$ cat src/hw/rtl/assert_macros.svh
// ---------------------------------------------------------------------------
// Assertion macros
// Shared concurrent assertion forms for the data string processor RTL.
// ---------------------------------------------------------------------------
`ifndef ASSERT_MACROS_SVH
`define ASSERT_MACROS_SVH

`ifndef NO_ASSERTIONS

// The consequent must hold in the same cycle as the antecedent.
`define ASSERT_IMPLY(lbl, ck, rn, ante, cons) \
  lbl: assert property (@(posedge ck) disable iff (!rn) (ante) |-> (cons)) \
    else $error("assertion failed");

// The consequent must hold in the cycle after the antecedent.
`define ASSERT_NEXT(lbl, ck, rn, ante, cons) \
  lbl: assert property (@(posedge ck) disable iff (!rn) (ante) |=> (cons)) \
    else $error("assertion failed");

// The expression must hold at every clock edge out of reset.
`define ASSERT_ALWAYS(lbl, ck, rn, expr) \
  lbl: assert property (@(posedge ck) disable iff (!rn) (expr)) \
    else $error("assertion failed");

`else

`define ASSERT_IMPLY(lbl, ck, rn, ante, cons)
`define ASSERT_NEXT(lbl, ck, rn, ante, cons)
`define ASSERT_ALWAYS(lbl, ck, rn, expr)

`endif

`endif

$ cat src/hw/rtl/pds_pkg.sv
// ---------------------------------------------------------------------------
// Data string processor package
// Beat types, result kinds, opcodes and the job descriptor passed from the
// front end to the back end.
// ---------------------------------------------------------------------------
package pds_pkg;

  // Default return stack depth.
  localparam int STACK_DEPTH_DEF = 8;

  // Entries in the job queue between front and back end.
  localparam int QUEUE_DEPTH = 4;

  // Width of a repeat count (1 to 64).
  localparam int CNT_W = 7;

  // Configuration port.
  localparam int CFG_ADDR_W = 3;
  localparam int CFG_DATA_W = 32;
  localparam logic REG_START_ADDRESS   = 1'b0;
  localparam logic REG_INITIAL_CONTROL = 1'b1;

  // Opcodes and control byte fields.
  localparam logic [7:0] OP_END_MIN      = 8'h80;
  localparam logic [7:0] OP_CALL         = 8'h4C;
  localparam logic [7:0] OP_RETURN       = 8'h60;
  localparam logic [7:0] CTRL_COUNT_MASK = 8'h3F;
  localparam logic [7:0] CTRL_FILL_BIT   = 8'h40;
  localparam logic [7:0] SHADOW_INC_SET  = 8'h04;
  localparam logic [7:0] SHADOW_INC_CLR  = 8'hFB;
  localparam logic [CNT_W-1:0] FULL_COUNT = CNT_W'(64);

  // Result kinds.
  typedef enum logic [2:0] {
    KIND_NONE      = 3'd0,
    KIND_CONTROL   = 3'd1,
    KIND_ADDR_HIGH = 3'd2,
    KIND_ADDR_LOW  = 3'd3,
    KIND_DATA      = 3'd4,
    KIND_RETURN    = 3'd5,
    KIND_END       = 3'd6,
    KIND_STACK_ERR = 3'd7
  } kind_t;

  // Input beat.
  typedef struct packed {
    logic       start_req;
    logic [7:0] fetched_byte;
  } in_item_t;

  // Result beat.
  typedef struct packed {
    kind_t       kind;
    logic [15:0] value;
    logic        fetch_valid;
    logic [15:0] fetch_address;
    logic        toggle_reset;
    logic        last;
  } out_item_t;

  // How the back end expands a job.
  typedef enum logic {
    JOB_REPEAT = 1'b0,
    JOB_TRIPLE = 1'b1
  } job_op_t;

  // One job: a run of identical results, or the control/address triple.
  typedef struct packed {
    job_op_t          op;
    kind_t            kind;
    logic [15:0]      value;
    logic [7:0]       ext;
    logic [CNT_W-1:0] count;
    logic             fetch_valid;
    logic [15:0]      fetch_address;
    logic             toggle_reset;
  } job_t;

endpackage

$ cat src/hw/rtl/pds_ram.sv
// ---------------------------------------------------------------------------
// Generic RAM
// Single write port, single read port with registered read data.
// ---------------------------------------------------------------------------
module pds_ram #(
  parameter int WIDTH = 16,
  parameter int DEPTH = 8,
  localparam int AW = (DEPTH > 1) ? $clog2(DEPTH) : 1
) (
  input  logic             clk,
  input  logic             wr_en,
  input  logic [AW-1:0]    wr_addr,
  input  logic [WIDTH-1:0] wr_data,
  input  logic [AW-1:0]    rd_addr,
  output logic [WIDTH-1:0] rd_data
);

  logic [WIDTH-1:0] mem [DEPTH];
  logic [WIDTH-1:0] rd_data_r;

  // Write port and registered read port.
  always_ff @(posedge clk) begin
    if (wr_en) begin
      mem[wr_addr] <= wr_data;
    end
    rd_data_r <= mem[rd_addr];
  end

  assign rd_data = rd_data_r;

endmodule

$ cat src/hw/rtl/pds_queue.sv
// ---------------------------------------------------------------------------
// Job queue
// Small first-in first-out buffer of job descriptors between the front end
// and the back end.
// ---------------------------------------------------------------------------
module pds_queue
  import pds_pkg::*;
(
  input  logic clk,
  input  logic rst_n,
  input  logic push,
  input  job_t push_job,
  output logic full,
  input  logic pop,
  output job_t pop_job,
  output logic empty
);

  localparam int PW = $clog2(QUEUE_DEPTH);
  localparam int CW = $clog2(QUEUE_DEPTH + 1);

  job_t          entry_r [QUEUE_DEPTH];
  logic [PW-1:0] wr_ptr_r, wr_ptr_nxt;
  logic [PW-1:0] rd_ptr_r, rd_ptr_nxt;
  logic [CW-1:0] count_r, count_nxt;

  // Pointer and fill count update.
  always_comb begin
    wr_ptr_nxt = push ? wr_ptr_r + PW'(1) : wr_ptr_r;
    rd_ptr_nxt = pop ? rd_ptr_r + PW'(1) : rd_ptr_r;
    count_nxt  = count_r;
    if (push && !pop) begin
      count_nxt = count_r + CW'(1);
    end else if (pop && !push) begin
      count_nxt = count_r - CW'(1);
    end
  end

  // Control state.
  always_ff @(posedge clk) begin
    if (!rst_n) begin
      wr_ptr_r <= '0;
      rd_ptr_r <= '0;
      count_r  <= '0;
    end else begin
      wr_ptr_r <= wr_ptr_nxt;
      rd_ptr_r <= rd_ptr_nxt;
      count_r  <= count_nxt;
    end
  end

  // Storage.
  always_ff @(posedge clk) begin
    if (push) begin
      entry_r[wr_ptr_r] <= push_job;
    end
  end

  assign pop_job = entry_r[rd_ptr_r];
  assign full    = (count_r == CW'(QUEUE_DEPTH));
  assign empty   = (count_r == '0);

endmodule

$ cat src/hw/rtl/pds_front.sv
// ---------------------------------------------------------------------------
// Front end
// Takes program bytes, walks the opcode state machine, keeps the read
// pointer, control shadow and return stack, and issues one job per byte.
// ---------------------------------------------------------------------------
`include "assert_macros.svh"

module pds_front
  import pds_pkg::*;
#(
  parameter int STACK_DEPTH = STACK_DEPTH_DEF
) (
  input  logic        clk,
  input  logic        rst_n,
  input  logic [15:0] cfg_start_address,
  input  logic [7:0]  cfg_initial_control,
  input  logic        in_valid,
  input  in_item_t    in_data,
  output logic        in_ready,
  output logic        push,
  output job_t        push_job,
  input  logic        q_full
);

  localparam int IDXW = (STACK_DEPTH > 1) ? $clog2(STACK_DEPTH) : 1;
  localparam int SCW  = $clog2(STACK_DEPTH + 1);

  typedef enum logic [2:0] {
    PH_IDLE    = 3'd0,
    PH_OPCODE  = 3'd1,
    PH_CALL_LO = 3'd2,
    PH_CALL_HI = 3'd3,
    PH_DEST_LO = 3'd4,
    PH_CONTROL = 3'd5,
    PH_DATA    = 3'd6
  } phase_t;

  phase_t           phase_r, phase_nxt;
  logic [15:0]      read_pointer_r, read_pointer_nxt;
  logic [6:0]       address_high_r, address_high_nxt;
  logic [7:0]       address_low_r, address_low_nxt;
  logic [CNT_W-1:0] bytes_left_r, bytes_left_nxt;
  logic             fill_mode_r, fill_mode_nxt;
  logic [7:0]       control_shadow_r, control_shadow_nxt;
  logic [SCW-1:0]   stack_count_r, stack_count_nxt;
  logic             pop_wait_r, pop_wait_nxt;

  logic             accept;
  logic [7:0]       b;
  logic [7:0]       ctrl_new;
  logic [CNT_W-1:0] run_len;
  logic [CNT_W-1:0] ctrl_len;
  logic [SCW-1:0]   top_slot;
  logic             stk_wr_en;
  logic [15:0]      stk_wr_data;
  logic [15:0]      stk_rd_data;
  job_t             job;

  assign in_ready = !pop_wait_r && !q_full;
  assign accept   = in_valid && in_ready;
  assign b        = in_data.fetched_byte;
  assign top_slot = stack_count_r - SCW'(1);

  // Return stack: pushed on a call, top entry read continuously.
  pds_ram #(
    .WIDTH (16),
    .DEPTH (STACK_DEPTH)
  ) u_stack (
    .clk     (clk),
    .wr_en   (stk_wr_en),
    .wr_addr (stack_count_r[IDXW-1:0]),
    .wr_data (stk_wr_data),
    .rd_addr (top_slot[IDXW-1:0]),
    .rd_data (stk_rd_data)
  );

  // Control byte decoding.
  always_comb begin
    ctrl_new = b[7] ? (control_shadow_r | SHADOW_INC_SET)
                    : (control_shadow_r & SHADOW_INC_CLR);
    ctrl_len = CNT_W'(b & CTRL_COUNT_MASK);
    if (ctrl_len == '0) begin
      ctrl_len = FULL_COUNT;
    end
    run_len = bytes_left_r;
    if (bytes_left_r == '0 || bytes_left_r > FULL_COUNT) begin
      run_len = FULL_COUNT;
    end
  end

  // Next state and job for the accepted byte.
  always_comb begin
    phase_nxt          = phase_r;
    read_pointer_nxt   = read_pointer_r;
    address_high_nxt   = address_high_r;
    address_low_nxt    = address_low_r;
    bytes_left_nxt     = bytes_left_r;
    fill_mode_nxt      = fill_mode_r;
    control_shadow_nxt = control_shadow_r;
    stack_count_nxt    = stack_count_r;
    pop_wait_nxt       = pop_wait_r;
    stk_wr_en          = 1'b0;
    stk_wr_data        = read_pointer_r + 16'd1;
    push               = 1'b0;
    job                = '0;
    job.op             = JOB_REPEAT;
    job.kind           = KIND_NONE;
    job.count          = CNT_W'(1);

    if (pop_wait_r) begin
      // The popped return address is now out of the stack RAM.
      if (!q_full) begin
        read_pointer_nxt = stk_rd_data;
        job.kind         = KIND_RETURN;
        job.value        = stk_rd_data;
        pop_wait_nxt     = 1'b0;
        push             = 1'b1;
      end
    end else if (accept) begin
      push = 1'b1;
      if (in_data.start_req) begin
        read_pointer_nxt   = cfg_start_address;
        control_shadow_nxt = cfg_initial_control;
        stack_count_nxt    = '0;
        bytes_left_nxt     = '0;
        fill_mode_nxt      = 1'b0;
        phase_nxt          = PH_OPCODE;
      end else begin
        case (phase_r)
          PH_OPCODE: begin
            read_pointer_nxt = read_pointer_r + 16'd1;
            if (b >= OP_END_MIN) begin
              phase_nxt = PH_IDLE;
              job.kind  = KIND_END;
            end else if (b == OP_CALL) begin
              phase_nxt = PH_CALL_LO;
            end else if (b == OP_RETURN) begin
              if (stack_count_r == '0) begin
                phase_nxt = PH_IDLE;
                job.kind  = KIND_STACK_ERR;
              end else begin
                // The job goes out once the RAM read is back and the queue has room.
                stack_count_nxt = stack_count_r - SCW'(1);
                pop_wait_nxt    = 1'b1;
                push            = 1'b0;
              end
            end else begin
              address_high_nxt = b[6:0];
              phase_nxt        = PH_DEST_LO;
            end
          end
          PH_CALL_LO: begin
            address_low_nxt  = b;
            read_pointer_nxt = read_pointer_r + 16'd1;
            phase_nxt        = PH_CALL_HI;
          end
          PH_CALL_HI: begin
            // A push onto a full stack is dropped; the jump still happens.
            if (stack_count_r < SCW'(STACK_DEPTH)) begin
              stk_wr_en       = 1'b1;
              stack_count_nxt = stack_count_r + SCW'(1);
            end
            read_pointer_nxt = {b, address_low_r};
            phase_nxt        = PH_OPCODE;
          end
          PH_DEST_LO: begin
            address_low_nxt  = b;
            read_pointer_nxt = read_pointer_r + 16'd1;
            phase_nxt        = PH_CONTROL;
          end
          PH_CONTROL: begin
            read_pointer_nxt   = read_pointer_r + 16'd1;
            bytes_left_nxt     = ctrl_len;
            fill_mode_nxt      = |(b & CTRL_FILL_BIT);
            control_shadow_nxt = ctrl_new;
            phase_nxt          = PH_DATA;
            job.op             = JOB_TRIPLE;
            job.kind           = KIND_CONTROL;
            job.value          = {1'b0, address_high_r, ctrl_new};
            job.ext            = address_low_r;
            job.count          = CNT_W'(3);
          end
          PH_DATA: begin
            read_pointer_nxt = read_pointer_r + 16'd1;
            job.kind         = KIND_DATA;
            job.value        = {8'h00, b};
            if (fill_mode_r) begin
              job.count      = run_len;
              bytes_left_nxt = '0;
              phase_nxt      = PH_OPCODE;
            end else begin
              bytes_left_nxt = run_len - CNT_W'(1);
              if (run_len == CNT_W'(1)) begin
                phase_nxt = PH_OPCODE;
              end
            end
          end
          default: begin
            phase_nxt = PH_IDLE;
          end
        endcase
      end
    end

    // Fetch request as left by this byte.
    job.fetch_valid   = (phase_nxt != PH_IDLE);
    job.fetch_address = (phase_nxt != PH_IDLE) ? read_pointer_nxt : 16'h0000;
    job.toggle_reset  = (phase_nxt == PH_OPCODE);
  end

  assign push_job = job;

  // State registers.
  always_ff @(posedge clk) begin
    if (!rst_n) begin
      phase_r          <= PH_IDLE;
      read_pointer_r   <= '0;
      address_high_r   <= '0;
      address_low_r    <= '0;
      bytes_left_r     <= '0;
      fill_mode_r      <= 1'b0;
      control_shadow_r <= '0;
      stack_count_r    <= '0;
      pop_wait_r       <= 1'b0;
    end else begin
      phase_r          <= phase_nxt;
      read_pointer_r   <= read_pointer_nxt;
      address_high_r   <= address_high_nxt;
      address_low_r    <= address_low_nxt;
      bytes_left_r     <= bytes_left_nxt;
      fill_mode_r      <= fill_mode_nxt;
      control_shadow_r <= control_shadow_nxt;
      stack_count_r    <= stack_count_nxt;
      pop_wait_r       <= pop_wait_nxt;
    end
  end

  // The stack never holds more entries than it has room for.
  `ASSERT_ALWAYS(a_stack_bound, clk, rst_n, stack_count_r <= SCW'(STACK_DEPTH))
  // A pending return is only ever waited for from the opcode phase.
  `ASSERT_IMPLY(a_pop_phase, clk, rst_n, pop_wait_r, phase_r == PH_OPCODE)
  // A return that starts a pop delivers its job on the very next cycle unless stalled.
  `ASSERT_NEXT(a_pop_done, clk, rst_n, pop_wait_r && !q_full, !pop_wait_r)
  // No job is pushed into a full queue.
  `ASSERT_IMPLY(a_no_overflow, clk, rst_n, push, !q_full)

endmodule

$ cat src/hw/rtl/pds_back.sv
// ---------------------------------------------------------------------------
// Back end
// Expands queued jobs into result beats, one per cycle while the output is
// not stalled, into a registered output stage.
// ---------------------------------------------------------------------------
`include "assert_macros.svh"

module pds_back
  import pds_pkg::*;
(
  input  logic      clk,
  input  logic      rst_n,
  input  job_t      q_job,
  input  logic      q_empty,
  output logic      q_pop,
  output logic      out_valid,
  output out_item_t out_data,
  input  logic      out_ready
);

  job_t             job_r, job_nxt;
  logic             job_valid_r, job_valid_nxt;
  logic [CNT_W-1:0] seq_r, seq_nxt;
  logic             out_valid_r, out_valid_nxt;
  out_item_t        out_data_r, out_data_nxt;

  logic      out_free;
  logic      emit;
  logic      is_last;
  logic      job_done;
  out_item_t res;

  assign out_free = !out_valid_r || out_ready;
  assign emit     = job_valid_r && out_free;
  assign is_last  = (seq_r == job_r.count - CNT_W'(1));
  assign job_done = emit && is_last;
  assign q_pop    = !q_empty && (!job_valid_r || job_done);

  // Result beat for the current position within the job.
  always_comb begin
    res               = '0;
    res.kind          = job_r.kind;
    res.value         = job_r.value;
    res.fetch_valid   = job_r.fetch_valid;
    res.fetch_address = job_r.fetch_address;
    res.toggle_reset  = job_r.toggle_reset;
    res.last          = is_last;
    if (job_r.op == JOB_TRIPLE) begin
      case (seq_r)
        CNT_W'(0): begin
          res.kind  = KIND_CONTROL;
          res.value = {8'h00, job_r.value[7:0]};
        end
        CNT_W'(1): begin
          res.kind  = KIND_ADDR_HIGH;
          res.value = {8'h00, job_r.value[15:8]};
        end
        default: begin
          res.kind  = KIND_ADDR_LOW;
          res.value = {8'h00, job_r.ext};
        end
      endcase
    end
  end

  // Job sequencing and output stage.
  always_comb begin
    job_nxt       = job_r;
    job_valid_nxt = job_valid_r;
    seq_nxt       = seq_r;
    out_valid_nxt = out_valid_r;
    out_data_nxt  = out_data_r;
    if (q_pop) begin
      job_nxt       = q_job;
      job_valid_nxt = 1'b1;
      seq_nxt       = '0;
    end else if (job_done) begin
      job_valid_nxt = 1'b0;
    end else if (emit) begin
      seq_nxt = seq_r + CNT_W'(1);
    end
    if (emit) begin
      out_valid_nxt = 1'b1;
      out_data_nxt  = res;
    end else if (out_ready) begin
      out_valid_nxt = 1'b0;
    end
  end

  always_ff @(posedge clk) begin
    if (!rst_n) begin
      job_valid_r <= 1'b0;
      seq_r       <= '0;
      out_valid_r <= 1'b0;
    end else begin
      job_valid_r <= job_valid_nxt;
      seq_r       <= seq_nxt;
      out_valid_r <= out_valid_nxt;
    end
    job_r      <= job_nxt;
    out_data_r <= out_data_nxt;
  end

  assign out_valid = out_valid_r;
  assign out_data  = out_data_r;

  // The position never runs past the end of the job.
  `ASSERT_IMPLY(a_seq_bound, clk, rst_n, job_valid_r, seq_r < job_r.count)
  // A job is never taken from an empty queue.
  `ASSERT_IMPLY(a_no_underflow, clk, rst_n, q_pop, !q_empty)
  // Results of kind none, end and stack error stand alone.
  `ASSERT_IMPLY(a_single_last, clk, rst_n,
                out_valid_r && (out_data_r.kind == KIND_NONE ||
                out_data_r.kind == KIND_END || out_data_r.kind == KIND_STACK_ERR),
                out_data_r.last)

endmodule

$ cat src/hw/rtl/ppu_data_string_processor.sv
// ---------------------------------------------------------------------------
// Video-memory data string processor
// Interprets a byte-coded program of moves, fills, calls and returns and
// emits video register writes with the next fetch request.
// ---------------------------------------------------------------------------
//
//   Channel  Direction  Handshake              Beat
//   in_      input      in_valid / in_ready    one fetched program byte
//   out_     output     out_valid / out_ready  one register write or status
//   cfg      input      psel/penable/pwrite    32-bit APB register access
//
// A program byte is taken every cycle while the job queue has room; a return
// opcode holds the input until the stack RAM's registered read is back.
// A byte's first result passes the job queue, job register and output register.
// Results leave at one beat per cycle unless the output stalls; a fill emits
// up to 64 beats, drained from a four-entry job queue, so the front end runs
// ahead of the back end. Reset is synchronous and needs no clearing pass: the
// return stack is only used below its fill count. A stalled output holds the
// back end, and the input as well once the job queue is full.
// ---------------------------------------------------------------------------
module ppu_data_string_processor
  import pds_pkg::*;
#(
  parameter int STACK_DEPTH = STACK_DEPTH_DEF
) (
  input  logic                  clk,
  input  logic                  rst_n,
  // Input channel
  input  logic                  in_valid,
  input  in_item_t              in_data,
  output logic                  in_ready,
  // Result channel
  output logic                  out_valid,
  output out_item_t             out_data,
  input  logic                  out_ready,
  // Configuration port
  input  logic                  psel,
  input  logic                  penable,
  input  logic                  pwrite,
  input  logic [CFG_ADDR_W-1:0] paddr,
  input  logic [CFG_DATA_W-1:0] pwdata,
  output logic [CFG_DATA_W-1:0] prdata,
  output logic                  pready
);

  logic [15:0] start_address_r;
  logic [7:0]  initial_control_r;
  logic        cfg_write;
  logic        reg_idx;

  logic push;
  job_t push_job;
  logic q_full;
  logic q_pop;
  job_t q_job;
  logic q_empty;

  assign pready    = 1'b1;
  assign cfg_write = psel && penable && pwrite;
  assign reg_idx   = paddr[2];

  // Configuration registers.
  always_ff @(posedge clk) begin
    if (!rst_n) begin
      start_address_r   <= '0;
      initial_control_r <= '0;
    end else if (cfg_write) begin
      case (reg_idx)
        REG_START_ADDRESS:   start_address_r   <= pwdata[15:0];
        REG_INITIAL_CONTROL: initial_control_r <= pwdata[7:0];
        default:             start_address_r   <= start_address_r;
      endcase
    end
  end

  // Register read-back.
  always_comb begin
    case (reg_idx)
      REG_START_ADDRESS:   prdata = {16'h0000, start_address_r};
      REG_INITIAL_CONTROL: prdata = {24'h000000, initial_control_r};
      default:             prdata = '0;
    endcase
  end

  pds_front #(
    .STACK_DEPTH (STACK_DEPTH)
  ) u_front (
    .clk                 (clk),
    .rst_n               (rst_n),
    .cfg_start_address   (start_address_r),
    .cfg_initial_control (initial_control_r),
    .in_valid            (in_valid),
    .in_data             (in_data),
    .in_ready            (in_ready),
    .push                (push),
    .push_job            (push_job),
    .q_full              (q_full)
  );

  pds_queue u_queue (
    .clk      (clk),
    .rst_n    (rst_n),
    .push     (push),
    .push_job (push_job),
    .full     (q_full),
    .pop      (q_pop),
    .pop_job  (q_job),
    .empty    (q_empty)
  );

  pds_back u_back (
    .clk       (clk),
    .rst_n     (rst_n),
    .q_job     (q_job),
    .q_empty   (q_empty),
    .q_pop     (q_pop),
    .out_valid (out_valid),
    .out_data  (out_data),
    .out_ready (out_ready)
  );

endmodule
$ cat config.mk
export PLATFORM = sky130hd
export DESIGN_NAME = ppu_data_string_processor
export DESIGN_NICKNAME = d
export VERILOG_FILES = /design/src/hw/rtl/pds_pkg.sv /design/src/hw/rtl/pds_ram.sv /design/src/hw/rtl/pds_queue.sv /design/src/hw/rtl/pds_front.sv /design/src/hw/rtl/pds_back.sv /design/src/hw/rtl/ppu_data_string_processor.sv
export VERILOG_INCLUDE_DIRS = /design/src /design/src/hw/rtl
export SDC_FILE = /design/constraint.sdc
export NUM_CORES = 1
export LEC_CHECK = 0
export BUFFER_PORTS_ARGS = -buffer_cell sky130_fd_sc_hd__clkbuf_2
export CAP_MARGIN = 20
export CELL_PAD_IN_SITES_DETAIL_PLACEMENT = 1
export CELL_PAD_IN_SITES_GLOBAL_PLACEMENT = 1
export CORE_MARGIN = 4
export CORE_UTILIZATION = 52
export DETAILED_ROUTE_END_ITERATION = 16
export GPL_TIMING_DRIVEN = 0
export PLACE_DENSITY_LB_ADDON = 0.1
export SETUP_SLACK_MARGIN = 0.1
export SLEW_MARGIN = 0
export SYNTH_ARGS = -nofsm -noshare
export SYNTH_HDL_FRONTEND = slang
export SYNTH_HIERARCHICAL = 1
export SYNTH_SLANG_ARGS = --single-unit
$ cat constraint.sdc
create_clock -name clk -period 6.2 [get_ports clk]
set_input_delay 0.93 -clock clk [delete_from_list [all_inputs] [get_ports clk]]
set_output_delay 0.93 -clock clk [all_outputs]
set_load 0.01 [all_outputs]
== After elaboration in Yosys (flattened, before gate mapping) ==
Memory sizes are Yosys's and may differ from the RTL's. A register that Yosys moved wholly into a read port is not among the register bits.
Index checks and enable logic that the tools add are counted.
Word-level totals
  output and inout port bits: 73
  memories kept: 2
  bits of input ports: 51
  word-level logic and storage cells: 191
  bits in writable memories: 340
  latch bits: 0
  flip-flop bits (word level): 133
  bits in read-only memories: 0
Memory list
  u_queue.entry_r: depth 4, width 53, read ports 1, clocked after Yosys merged registers in 1, write ports 1, RTL line pds_queue.sv:22  | job_t entry_r [QUEUE_DEPTH];
  u_front.u_stack.mem: depth 8, width 16, read ports 1, clocked after Yosys merged registers in 1, write ports 1, RTL line pds_ram.sv:18  | logic [WIDTH-1:0] mem [DEPTH];
Cells by class
  reductions and logical operators: 42
  divide/modulo/power cells: 0
  bitwise operators: 8
  equality and inequality tests: 18
  muxes and demuxes: 85
  shifts and indexed selects: 0
  add/subtract/negate cells: 10
  multipliers: 0
  $lt $le $gt $ge: 3
Operators with widths (count)
  two-way mux 16 bit: 5
  two-way mux 35 bit: 2
  one-hot mux 32 bit (2 select lines): 1
  two-way mux 19 bit: 3
  two-way mux 3 bit: 16
  one-hot mux 18 bit (2 select lines): 1
  two-way mux 1 bit: 35
  two-way mux 7 bit: 5
  one-hot mux 16 bit (2 select lines): 1
  one-hot mux 15 bit (2 select lines): 1
  one-hot mux 7 bit (2 select lines): 2
  two-way mux 4 bit: 6
  two-way mux 8 bit: 3
  zero test 7 bit: 3
  one-hot mux 3 bit (6 select lines): 1
  adder 16 x 1 -> 16 bit (second input constant): 1
  == test 8 x 7 -> 1 bit (second input constant): 2
  two-way mux 15 bit: 1
  == test 7 x 1 -> 1 bit (second input constant): 2
  subtractor 7 x 1 -> 7 bit (second input constant): 2
  == test 3 bit (second input constant): 4
  logical AND 1 bit: 9
  != test 3 bit (second input constant): 3
  one-hot mux 3 bit (3 select lines): 1
  28 further kinds: 56

== Depth between registers and ports, before layout ==
  word-level depth: 13
  mapped depth: 15
  gate-level depth less buffers: 15

== Hierarchy ==
The synthesis kept the hierarchy.
Modules (own cells, without submodules)
  pds_queue: area each 8156.6 um^2, times used 1, sequential area each 6546.3 um^2, cells each 320
  pds_ram: area each 5293.8 um^2, times used 1, sequential area each 4164.0 um^2, cells each 214
  pds_front: area each 4085.2 um^2, times used 1, sequential area each 1081.0 um^2, cells each 547
  pds_back: area each 3716.1 um^2, times used 1, sequential area each 2912.8 um^2, cells each 213
  ppu_data_string_processor: area each 1231.2 um^2, times used 1, sequential area each 480.5 um^2, cells each 133

== Worst setup path after synthesis ==
OpenSTA, ideal clock, no wires.
  kind: register to register
  start point: reg u_back/job_r[18] (netlist name)
  end point: reg u_queue.count_r[2]
  setup time: 0.076 ns
  period minus slack after synthesis: 5.398 ns
  data arrival time: 5.322 ns
  stages on the path, launching flop included: 14
  path slack: 0.802 ns
  path buffers: 0
  required time: 6.124 ns
  cell sequence: edfxtp_1 > or4_1 > or3_1 > a2bb2oi_1 > o211ai_2 > o21a_1 > nor2_1 > inv_1 > ha_1 > inv_1 > fa_1 > xor2_1 > or3_1 > a21boi_0
On the way
  longest elaborated chain between the ends: 8
  elaborated cells on any way between the ends: 10
  those cells by class: 1 x add/sub; 1 x eq/ne; 1 x mux; 7 x reduce/logical
RTL lines
  subtractor 7 x 1 -> 7 bit (*): RTL line pds_back.sv:35  | assign is_last = (seq_r == job_r.count - CNT_W'(1));
  == test 7 bit (*): RTL line pds_back.sv:35
  logical AND 1 bit (*): RTL line pds_back.sv:36  | assign job_done = emit && is_last;
  logical OR 1 bit (*): RTL line pds_back.sv:37  | assign q_pop = !q_empty && (!job_valid_r || job_done);
  logical AND 1 bit (*): RTL line pds_back.sv:37
  via q_pop: RTL line ppu_data_string_processor.sv:54  | logic q_pop;
  zero test 1 bit: RTL line pds_queue.sv:32  | if (push && !pop) begin
  logical AND 1 bit: RTL line pds_queue.sv:32
  two-way mux 3 bit / nonzero test 2 bit (equally long branches)
  to (signal assigned): RTL line pds_queue.sv:48  | count_r <= count_nxt;
  to (decl): RTL line pds_queue.sv:25  | logic [CW-1:0] count_r, count_nxt;
Mark *: on every way through the listed nets, which the timed path passes. The rest lies on a longest branch.
A chain may end at the register's enable or synchronous reset.

== Worst setup path in the final report ==
  start point: in in_data[8] in the netlist's numbering
  end point: reg u_queue.count_r[2]
On the way
  longest elaborated chain between the ends: 6
  elaborated cells on any way between the ends: 8
  those cells by class: 4 x mux; 4 x reduce/logical
RTL lines
  from (decl): RTL line ppu_data_string_processor.sv:30  | input in_item_t in_data,
  two-way mux 1 bit (*): RTL line pds_front.sv:121  | if (in_data.start_req) begin
  two-way mux 1 bit (*): RTL line pds_front.sv:119  | end else if (accept) begin
  two-way mux 1 bit (*): RTL line pds_front.sv:110  | if (pop_wait_r) begin
  via push: RTL line ppu_data_string_processor.sv:51  | logic push;
  zero test 1 bit: RTL line pds_queue.sv:34  | end else if (pop && !push) begin
  logical AND 1 bit: RTL line pds_queue.sv:34
  nonzero test 2 bit (no line)
Marked as above.

==> impl.org <==
** Pwr
- In this run, the combinational gates consume 17.0% of the power.
- The share of total power dissipated in sequential elements is 49.6%.
- The completed layout was analyzed and its total power is 0.00947 W.
- Net switching fraction of the power :: 26.3%
- VDD sags by at most approximately 0.00030 V.
- Power per Cell Area :: 370 mW/mm²
- Internal Dissipation :: around 0.0070 W
- Leakage power of the design :: slightly above 9 nW
- Reported net switching power :: roughly 0.0025 W
- The share of total power dissipated in the clock network is around a third.

** Clock network
- CTS saw about 540 sinks.
- # resized after CTS :: 0
- The tree is rooted in a sky130_fd_sc_hd__clkbuf_16.
- Clock-pin slew on the worst setup and hold paths :: ~0.060 ns
- In this run the deepest clock path goes through 3 buffers.
- The number of setup buffers added after CTS is 0.
- After clock tree synthesis, the flow added hold-fix buffers numbering 0.
- Number of buffers inserted during clock tree synthesis :: 54
- Deepest level of the CTS H-tree :: 2
- CTS tree :: yes
- Worst-Skew Late Latency :: 0.62 ns

** STA
- Headroom to the max-slew limit came out at 27.3%.
- For the pin with the worst max-slew slack, the measured transition is approximately 1.1 ns.
- Setup_tns :: 0 ns
- On the final layout, the worst hold slack is 0.419 ns.
- Setup repair after global routing left no endpoint under its margin.
- For the final database, setup skew stands at 0.0326 ns.
- Setup Viol. Count Final :: 0
- Final Cycle Share :: between 60% and 70%
- Final critical path time including I/O delays and setup :: between 4 and 5 ns
- The number of max-slew violations in the final report was 0.
- The worst path meets setup with ~2.0 ns of slack.
- The number of endpoints with negative hold slack in the final report came to 0.
- Maximum achievable frequency :: ~240 MHz

** Min path
- Hold Crit Endpoint :: u_back/out_data[2]
- Path category of the worst min-delay check :: register to register
- The worst hold path begins at u_back/job_r[1].
- Along the worst hold path, the cell count comes to 0.

** Logic synthesis
- Number of flops mapped to enable cells by yosys :: approximately 430
- The number of different library cells used by synthesis comes to just under 90.
- Among all flip-flop cells after synthesis, the most frequent one is sky130_fd_sc_hd__edfxtp_1.
- Ys async rst share :: 0%
- Post-synthesis sequential element count :: 543
- Post-synthesis cell area :: 0.0225 mm²
- For this run, the number of Yosys warnings is 6.
- Summing the sequential cell areas from Yosys gives between 60% and 70% of the chip area.
- Cell count after synthesis :: approximately 1400
- A synthesized cell averages 15.8 µm².

** Worst setup path
- Of all nets on the critical path, the largest fanout is 10.
- The worst register-to-register path begins at u_queue/count_r[0].
- Crit start category :: input pin
- The worst setup path is captured at a register.
- Arrival time reported for the critical path endpoint :: between 4 and 5 ns
- For flop-to-flop paths, the worst setup slack is approximately 2.1 ns.
- Critical path class :: input pin to register
- Worst Reg-to-Reg Cells :: 11
- Worst reg2reg path endpoint :: u_queue/count_r[2]
- STA puts the critical path data required time at between 6 and 7 ns.

** Global route
- The total overflow left after global routing is 0.
- Antenna violations before repair :: 0
- Global-route wire length before repair :: 85.5 mm
- Entering global routing, the biggest net connects between 50 and 60 pins.
- Number of global-route vias before repair :: 13800
- Global routing used about a quarter of the available tracks across all layers.

** Route
- The routed layout has between 10000 and 15000 vias.
- Routed Wire Length :: 56.0 mm
- Drt first-iter violations :: 912
- 1st-pass router iterations :: 5
- Post-DR wirelength/cell :: 25.3 µm
- Dividing the detail-routed via count by the number of cells gives 5.86.
- DRC violations left :: 0
- In this run the remaining antenna-violating nets after routing total 0.

** Place
- Once detailed placement completed, the half-perimeter wirelength came to between 30 and 40 mm.
- Routability cong. :: 0.923
- In this run the tool buffered the top-level ports with 83 buffer cells.
- OpenSTA, run right after detailed placement, puts the worst setup slack at 1.40 ns.
- Once placement completed, the tool counted placed cells totaling about 2100.

** Cells and area
- Cells with a size suffix above 1 make up 20.8% of the layout.
- Highest-count cells in the layout ignoring fill and taps :: sky130_fd_sc_hd__edfxtp_1, sky130_fd_sc_hd__nand2_1, sky130_fd_sc_hd__dfxtp_1
- After filler insertion, the fill cell instance count of the layout stands at around 3900.
- From synthesis to final layout, the design area changed by 13.8%.
- Leaving out fill and tap cells, the most frequent cell in the layout is sky130_fd_sc_hd__edfxtp_1.
- Count of antenna diodes in the layout :: 0
- Non-Filler Instances :: 2213
- Count of nets after finishing :: around 1700

** Die
- The floorplan step defined a die boundary enclosing 0.0466 mm².
- Die Wd :: ~220 µm
- IO Count :: around 120
- Row generation in the floorplan step produced between 70 and 80 rows.
- The initial utilization of the core area, before any placement, comes to a little over half.
- Chip Height :: approximately 220 µm
- The core region is between 0.04 and 0.05 mm².

** Run status
- The flow ran to the end, and the final reports show no timing, DRC or antenna violations.

** Run
- The tool flagged a number of max-cap violations equal to 0.
-- logic make-up after synthesis --
family / after synthesis / share of synthesized area [%]
other cells: 2 / 0.0334
buf+inv: 121 / 3.17
mux: 154 / 12.2
xor+xnor: 32 / 1.25
fa+ha+maj: 15 / 0.868
compound gates: 195 / 6.29
flops: 543 / 67.5
simple gates: 365 / 8.61
-- stage by stage --
stage	utilization, %	cell area [µm²]
floorplan	-	22500
CTS	60.4	25600
global route	60.4	25600
detailed placement	56.4	23900
finish	60.4	25600
global placement	55.9	23700
-- power groups by stage --
stage | Clock (W) | Combinational [W] | Sequential, W
after CTS | 0.00323 | 0.00164 | 0.00471
after global placement | 0 | 0.00153 | 0.00478
final | 0.00316 | 0.00161 | 0.00470
after detailed placement | 0 | 0.00163 | 0.00478
after global routing | 0.00340 | 0.00174 | 0.00474
after floorplan | 0 | 0.00107 | 0.00477
-- worst max-delay path by stage --
stage	slack, ns	startpoint	to	cells past startpoint
finish	2.00	in_data[8]	u_queue/count_r[2]	11
global route	1.70	in_data[8]	u_queue/count_r[2]	11
floorplan	0.80	u_back/job_r[18]	u_queue/count_r[2]	13
CTS	2.06	in_data[8]	u_queue/count_r[2]	11
detailed placement	1.40	in_data[8]	u_queue/count_r[2]	11
global placement	-0.67	u_back/job_r[18]	u_queue/count_r[2]	13
-- cell usage after synthesis, types with 31 or more instances --
cell type / number / area share (%)
sky130_fd_sc_hd__a21oi_1: 34 / 0.76
sky130_fd_sc_hd__and2_1: 32 / 0.89
sky130_fd_sc_hd__clkbuf_1: 36 / 0.60
sky130_fd_sc_hd__dfxtp_1: 112 / 10
sky130_fd_sc_hd__edfxtp_1: 431 / 58
sky130_fd_sc_hd__mux2i_1: 44 / 2.0
sky130_fd_sc_hd__mux4_1: 31 / 3.6
sky130_fd_sc_hd__mux4_2: 54 / 5.4
sky130_fd_sc_hd__nand2_1: 117 / 2.0
sky130_fd_sc_hd__nor2_1: 63 / 1.1
sky130_fd_sc_hd__nor2b_1: 35 / 0.97
-- critical path, stage by stage --
cell                       delay, ns
sky130_fd_sc_hd__clkbuf_1       0.37
sky130_fd_sc_hd__clkbuf_1       0.48
sky130_fd_sc_hd__clkbuf_1       0.52
sky130_fd_sc_hd__nor2b_1        0.09
sky130_fd_sc_hd__o21ai_0        0.76
sky130_fd_sc_hd__ha_1           0.33
sky130_fd_sc_hd__inv_1          0.07
sky130_fd_sc_hd__fa_1           0.39
sky130_fd_sc_hd__xor2_1         0.20
sky130_fd_sc_hd__or3_1          0.33
sky130_fd_sc_hd__a21boi_0       0.23
-- routing by layer --
layer / wire length (µm) / global-route usage [%] / up-vias
met5: 0 / 0 / -
met1: 23500 / 32.2 / 6700
met2: 28200 / 41.2 / 333
met4: 1910 / 8.34 / 0
met3: 2350 / 3.18 / 95
li1: - / - / 5831
-- registers in the layout (all words and copies together), names as in the netlist, 2 cells and up, named ones only --
name	cells
u_front/stack_count_r	4
u_back/job_r	53
u_front/bytes_left_r	7
u_front/u_stack/mem	128
u_front/control_shadow_r	7
start_address_r	16
u_front/u_stack/rd_data	16
u_queue/wr_ptr_r	2
u_queue/rd_ptr_r	2
u_front/phase_r	3
u_queue/count_r	3
u_front/address_high_r	7
u_front/address_low_r	8
initial_control_r	8
u_back/out_data	38
u_back/seq_r	7
u_queue/entry_r	212
u_front/read_pointer_r	16
-- area by class of cell --
type | count | area (µm²) | area share, %
Sequential cell | 543 | 15200 | 59.4
Multi-Input combinational cell | 778 | 6690 | 26.1
Buffer | 92 | 603 | 2.36
Clock inverter | 25 | 241 | 0.944
Inverter | 29 | 109 | 0.426
Tap cell | 577 | 722 | 2.82
Timing Repair Buffer | 92 | 548 | 2.14
Clock buffer | 77 | 1490 | 5.82
(Power assumes the default switching activity.)
